$ cat src/rtl/linear_ode_2x2_solution_coeffs_defines.svh
// Assertion macros for the ODE coefficient pipeline.
// Each expects clk and rst in scope.
`ifndef LINEAR_ODE_2X2_SOLUTION_COEFFS_DEFINES_SVH
`define LINEAR_ODE_2X2_SOLUTION_COEFFS_DEFINES_SVH

`ifndef SYNTHESIS

// Same-cycle implication
`define LODE_ASSERT_IMPL(name, pre, post) \
  name: assert property (@(posedge clk) disable iff (rst) (pre) |-> (post)) \
    else $error("%m: check failed");

// Next-cycle implication
`define LODE_ASSERT_NEXT(name, pre, post) \
  name: assert property (@(posedge clk) disable iff (rst) (pre) |=> (post)) \
    else $error("%m: check failed");

`else

`define LODE_ASSERT_IMPL(name, pre, post)
`define LODE_ASSERT_NEXT(name, pre, post)

`endif

`endif

$ cat src/rtl/lode_pkg.sv
`timescale 1ns / 1ps

package lode_pkg;

  // Fixed point format
  localparam int FRAC_BITS = 16;
  localparam int DATA_W    = 32;

  // Square root: magnitude of the discriminant and its root
  localparam int SQ_W     = 66;
  localparam int ROOT_W   = SQ_W / 2;
  localparam int SQRT_LAT = ROOT_W;

  // Divider: signed numerator and divisor, saturated quotient
  localparam int NUM_W   = 64;
  localparam int DEN_W   = DATA_W + 1;
  localparam int QUO_W   = DATA_W;
  localparam int DIV_LAT = QUO_W + 3;

  localparam logic signed [DATA_W-1:0] Q_MAX = {1'b0, {(DATA_W-1){1'b1}}};
  localparam logic signed [DATA_W-1:0] Q_MIN = {1'b1, {(DATA_W-1){1'b0}}};

  typedef enum logic [1:0] {
    KIND_DECOUPLED = 2'd0,
    KIND_COMPLEX   = 2'd1,
    KIND_REPEATED  = 2'd2,
    KIND_DISTINCT  = 2'd3
  } kind_t;

  typedef struct packed {
    logic                     clip;
    logic signed [QUO_W-1:0]  quot;
  } div_res_t;

endpackage

$ cat src/rtl/lode_sqrt.sv
`timescale 1ns / 1ps

// Pipelined floor square root, one result bit per stage.
module lode_sqrt import lode_pkg::*; (
  input  logic              clk,
  input  logic              en,
  input  logic [SQ_W-1:0]   mag,
  output logic [ROOT_W-1:0] root
);

  localparam int REM_W = ROOT_W + 3;

  typedef struct packed {
    logic [SQ_W-1:0]   op;
    logic [REM_W-1:0]  rem;
    logic [ROOT_W-1:0] rt;
  } sq_step_t;

  sq_step_t st  [ROOT_W];
  sq_step_t nxt [ROOT_W];

  // Trial subtract of (root*4 + 1) per stage
  always_comb begin
    sq_step_t         src;
    logic [REM_W-1:0] sh;
    logic [REM_W-1:0] trial;
    for (int k = 0; k < ROOT_W; k++) begin
      if (k == 0) begin
        src.op  = mag;
        src.rem = '0;
        src.rt  = '0;
      end else begin
        src = st[k-1];
      end
      sh    = {src.rem[REM_W-3:0], src.op[SQ_W-1:SQ_W-2]};
      trial = {1'b0, src.rt, 2'b01};
      nxt[k].op = {src.op[SQ_W-3:0], 2'b00};
      if (sh >= trial) begin
        nxt[k].rem = sh - trial;
        nxt[k].rt  = {src.rt[ROOT_W-2:0], 1'b1};
      end else begin
        nxt[k].rem = sh;
        nxt[k].rt  = {src.rt[ROOT_W-2:0], 1'b0};
      end
    end
  end

  always_ff @(posedge clk) begin
    if (en) begin
      for (int k = 0; k < ROOT_W; k++) begin
        st[k] <= nxt[k];
      end
    end
  end

  assign root = st[ROOT_W-1].rt;

endmodule

$ cat config.mk
export PLATFORM = sky130hd
export DESIGN_NAME = lode_sqrt
export DESIGN_NICKNAME = d
export VERILOG_FILES = /design/src/rtl/linear_ode_2x2_solution_coeffs_defines.svh /design/src/rtl/lode_pkg.sv /design/src/rtl/lode_sqrt.sv
export SDC_FILE = /design/constraint.sdc
export NUM_CORES = 2
export LEC_CHECK = 0
export BUFFER_PORTS_ARGS = -buffer_cell sky130_fd_sc_hd__buf_2
export CAP_MARGIN = 20
export CORE_MARGIN = 2
export CORE_UTILIZATION = 30
export DETAILED_ROUTE_END_ITERATION = 12
export PLACE_DENSITY = 0.45
export SLEW_MARGIN = 20
export SYNTH_ARGS = -nofsm -noshare
export SYNTH_HDL_FRONTEND = slang
export SYNTH_MEMORY_MAX_BITS = 65536
export SYNTH_SLANG_ARGS = --single-unit
$ cat constraint.sdc
create_clock -name clk -period 4.41 [get_ports clk]
set_clock_uncertainty 0.1 [all_clocks]
set_input_delay 0.2205 -clock clk [delete_from_list [all_inputs] [get_ports clk]]
set_output_delay 0.2205 -clock clk [all_outputs]
set_load 0.01 [all_outputs]
## Yosys cells after proc, flatten, opt, wreduce, memory -nomap -nowiden

Memories as Yosys holds them, arrays and structs flattened.
Index checks and enable logic that the tools add are counted.

- Register bits: 0
- Memory bits (writable): 4389
- Logic and storage cells: 102
- Output and inout bits: 33
- Memories: 1
- Bits of input ports: 68

Memories:

| memory | words | width | read ports | clocked after Yosys merged registers in | wr ports | line | source |
|---|---|---|---|---|---|---|---|
| st | 33 | 133 | 33 | 0 | 33 | lode_sqrt.sv:19 | `sq_step_t st [ROOT_W];` |

- Add/sub/neg operators: 33
- Magnitude comparators: 33
- Muxes and demuxes: 35

Operator list:

| operator | number |
|---|---|
| 69-bit 2-to-1 mux | 33 |
| 36-bit by 35-bit >= comparator with 1-bit output | 32 |
| 36-bit by 35-bit subtractor with 36-bit output | 32 |
| 2-bit by 1-bit subtractor with 3-bit output (second input constant) | 1 |
| 2-bit by 1-bit >= comparator with 1-bit output (second input constant) | 1 |
| 1-bit 2-to-1 mux | 2 |

## Logic depth before layout (Yosys ltp)

An unclocked memory read counts as a cell.

- Word-level depth: 3
- Mapped depth: 14
- Depth with buffers taken out: 12

## Worst setup path after synthesis

No wires, ideal clock.

- Path kind: register to register
- From: mem st[0][2829] in the netlist's numbering
- To: mem st[0][2964] in the netlist's numbering, data pin
- Arrival: 3.116 ns
- Cell stages (with the launch flop): 10
- Library setup time: 0.260 ns
- Buffers on the path: 1
- Path slack: 0.934 ns
- Path through: edfxtp_1 ha_1 a21o_1 a21o_1 a21o_1 a2111oi_1 o211ai_1 a31oi_1 clkbuf_1 mux2_2

RTL lines:

| element | line |
|---|---|
| start, declared | lode_sqrt.sv:19 |

==> impl_metrics.toml <==
[synth]
async_flop_share = 0
syn-num-nets = 10300
ys_seq_area_frac = 0.642
synth_area_leaders = "edfxtp_1 64%, ha_1 6.0%, xor2_1 3.5%, xnor2_1 2.5%, o21ai_0 2.5%"
synth_area_per_cell_um2 = 12.9
ys_ff_latch = 2654
synth_top_area_frac = 0.642
post-synth-top-area-cell = "edfxtp_1"
synth_edf_count = 2654
ys.flop_type = "edfxtp_1"
ys_warn_count = 0
synth_area_mm2 = 0.124
netlist_instances = 9645
ys_types = 97

[power]
p_total_mw = 75.7
power.leakage_nw = 54.0
ir_drop_mv = 0.331
powerDensity_mw_per_mm2 = 526

[timing]
tns_ns = 0
rsz0062_at_grt = "false"
worstMarginPinSlew_ns = 1.10
clock.fmax_mhz = 229
max-slew-margin-rel = 0.269
drv_slew = 0
finalCritPeriodShare = 0.990
period_needed_ns = 4.36
worst_slack_ns = 0.0453
setup_viol = 0
finalHoldViolations = 0

[clocking]
clk_pin_slew_ns = 0.06
cts_htree_levels = 5
cts_tree = "done"
cts.sinks = 2654
clock_latency_ns = 0.93
clock_path_buffers = 4
cts_setup_buffers = 0
cts-root-buf = "clkbuf_16"
cts_inserted_buffers = 320

[global_routing]
gr-total-overflow = 0
grt_util_all_layers = 0.131
grt_pass1_vias = 75500
grt_pass1_wl_um = 438000
antenna_found_initial = 5
grt_max_degree = 142

[critical_path]
endpoint_kind = "flip-flop"
cp_common_cell = "buf_4"
path_class = "flip-flop to flip-flop"
crit_family = "compound AO/OA/AOI/OAI gates"
critPathSlowestCell = "a2111oi_0"
arrival_ns = 4.90
path_buf_inv = 2
worstPathCellList = "ha_1, and4_1, nand3_1, a21oi_1, a2111oi_1, buf_4, o211ai_1, a31oi_2, a2111oi_0, buf_4, nand4_1, xnor2_1"
crit_path_start_kind = "flip-flop"
required_ns = 4.94
max_stage_delay_ns = 0.79
cp_max_fo = 9

[cells_and_area]
largest_reg_flops = 2654
final_nets = 10800
seq_area_mm2 = 0.0797
top_regs = "st (2654)"
multiInputGateArea_mm2 = 0.0407
area_growth_pct = 15.8
n_fill_cell = 40100
drive_gt1_frac = 0.0838
regMostFlops = "st"

[run]
drv_cap = 0

[die]
initial_utilization = 0.301
rows = 236
die_x_um = 648
die_area_mm2 = 0.419
core_mm2 = 0.413
ioPinCount = 101
die_h_um = 648

[detailed_routing]
drc = 0
avgRoutedWirePerCell_um = 17.8
wl_um = 282000
drt_iter0_markers = 4980
via_per_inst = 4.73
postRouteAntennaNets = 0
drtPass1Iterations = 8
vias = 75000

[placement]
gp_congestion = 0.879
pre_cts_ws_ns = -0.171
io_buffers = 100
dpl.hpwl_um = 203000

[worst_hold_path]
holdCritPathClass = "flip-flop to flip-flop"

[run_status]
status = "completed"
==> report_power, final <==
group / leakage [nW] / switching (mW) / total [mW] / internal, mW
logic: 23.4 / 9.07 / 15.3 / 6.28
registers: 25.5 / 2.20 / 34.2 / 32.0
clock network: 5.07 / 10.6 / 26.2 / 15.5
total: 54.0 / 21.9 / 75.7 / 53.8
==> stage by stage <==
step           hold WS, ns  area, um^2  instances  utilization
4_1_cts              0.254      144000      15800        0.349
5_1_grt              0.265      144000      15800        0.349
2_1_floorplan        0.219      124000       9645            -
3_3_place_gp         0.299      132000      15100        0.320
6_report             0.269      144000      15800        0.349
3_5_place_dp         0.299      132000      15100        0.320
==> metal layers <==
| metal | wire [um] | part of all wire | up-vias | GRT usage |
|---|---|---|---|---|
| met5 | 0 | 0 | - | 0 |
| li1 | - | - | 36700 | - |
| met1 | 125000 | 0.44 | 36200 | 0.168 |
| met4 | 10500 | 0.037 | 0 | 0.0491 |
| met3 | 10500 | 0.037 | 516 | 0.0185 |
| met2 | 136000 | 0.48 | 1473 | 0.226 |
==> cells in the final DEF, fill, tap and decap left out, types with 119 or more instances in the layout <==
cell type      synthesis  routed
a21o_1               253     253
a21oi_1              495     493
buf_4                 37     121
clkbuf_16              0     326
dlygate4sd3_1          0     134
edfxtp_1            2654    2654
ha_1                 596     596
inv_1                783     783
nand2_1              777     777
nand3_1              142     142
nor2_1               451     449
nor3_1               234     232
nor4_1               122     119
o21ai_0              617     616
xnor2_1              360     360
xor2_1               500     500
==> final timing paths <==
check,from,end,slack (ns),cells after the start
hold / removal,st[0][880],st[0][1015],0.27,0
setup / recovery,st[0][2834],st[0][2992],0.05,12
setup reg to reg,st[0][2834],st[0][2992],0.05,12
hold reg to reg,st[0][880],st[0][1015],0.27,0
==> cells in the mapped netlist, types with 11 or more instances <==
| cell | number |
|---|---|
| nand2b_1 | 104 |
| and2_1 | 32 |
| and4_1 | 15 |
| o21ai_0 | 617 |
| nor2b_1 | 65 |
| a2111oi_0 | 20 |
| a31o_2 | 17 |
| a21boi_0 | 22 |
| nand2_1 | 777 |
| buf_4 | 37 |
| a211o_1 | 15 |
| a211oi_1 | 63 |
| nand3b_1 | 21 |
| inv_1 | 783 |
| or4_1 | 61 |
| or3_1 | 112 |
| xnor2_1 | 360 |
| mux2_2 | 48 |
| a311oi_1 | 12 |
| nor3_1 | 234 |
| edfxtp_1 | 2654 |
| o221ai_1 | 12 |
| and3_1 | 62 |
| a21oi_1 | 495 |
| nand3_1 | 142 |
| clkbuf_1 | 177 |
| nor4_1 | 122 |
| ha_1 | 596 |
| o31ai_1 | 82 |
| xor2_1 | 500 |
| mux2i_1 | 11 |
| nand4b_1 | 12 |
| nand4_1 | 104 |
| nor4b_1 | 19 |
| o2111ai_1 | 17 |
| o41ai_1 | 23 |
| nor3b_1 | 22 |
| nor2_1 | 451 |
| a21o_1 | 253 |
| a31oi_1 | 50 |
| o21bai_1 | 57 |
| or2_2 | 32 |
| o211ai_1 | 38 |
| o21a_1 | 109 |
==> cells by family after synthesis <==
kind of cell | after synthesis | synth area share
other | 1 | 0.0000302
adder cells (fa/ha/maj) | 596 | 0.0600
AO/OA/AOI/OAI | 2013 | 0.102
multiplexers | 59 | 0.00524
XOR/XNOR | 860 | 0.0606
flip-flops | 2654 | 0.642
buffers and inverters | 1023 | 0.0324
AND/OR/NAND/NOR | 2439 | 0.0985
==> layout make-up <==
class / instances / share of cell area
sequential: 2654 / 0.554
multi-input combinational: 5968 / 0.283
clock buffer: 385 / 0.0582
tap: 5474 / 0.0476
timing repair buffer: 382 / 0.0230
inverter: 788 / 0.0206
clock inverter: 182 / 0.0143
antenna: 2 / 0.0000348
==> repair_timing <==
action,in CTS,in global routing
hold buffers,134,0
setup endpoints to repair,2,24
gates resized for setup,1,2
hold endpoints to repair,344,0
gates cloned,0,0
(Power assumes the default switching activity.)
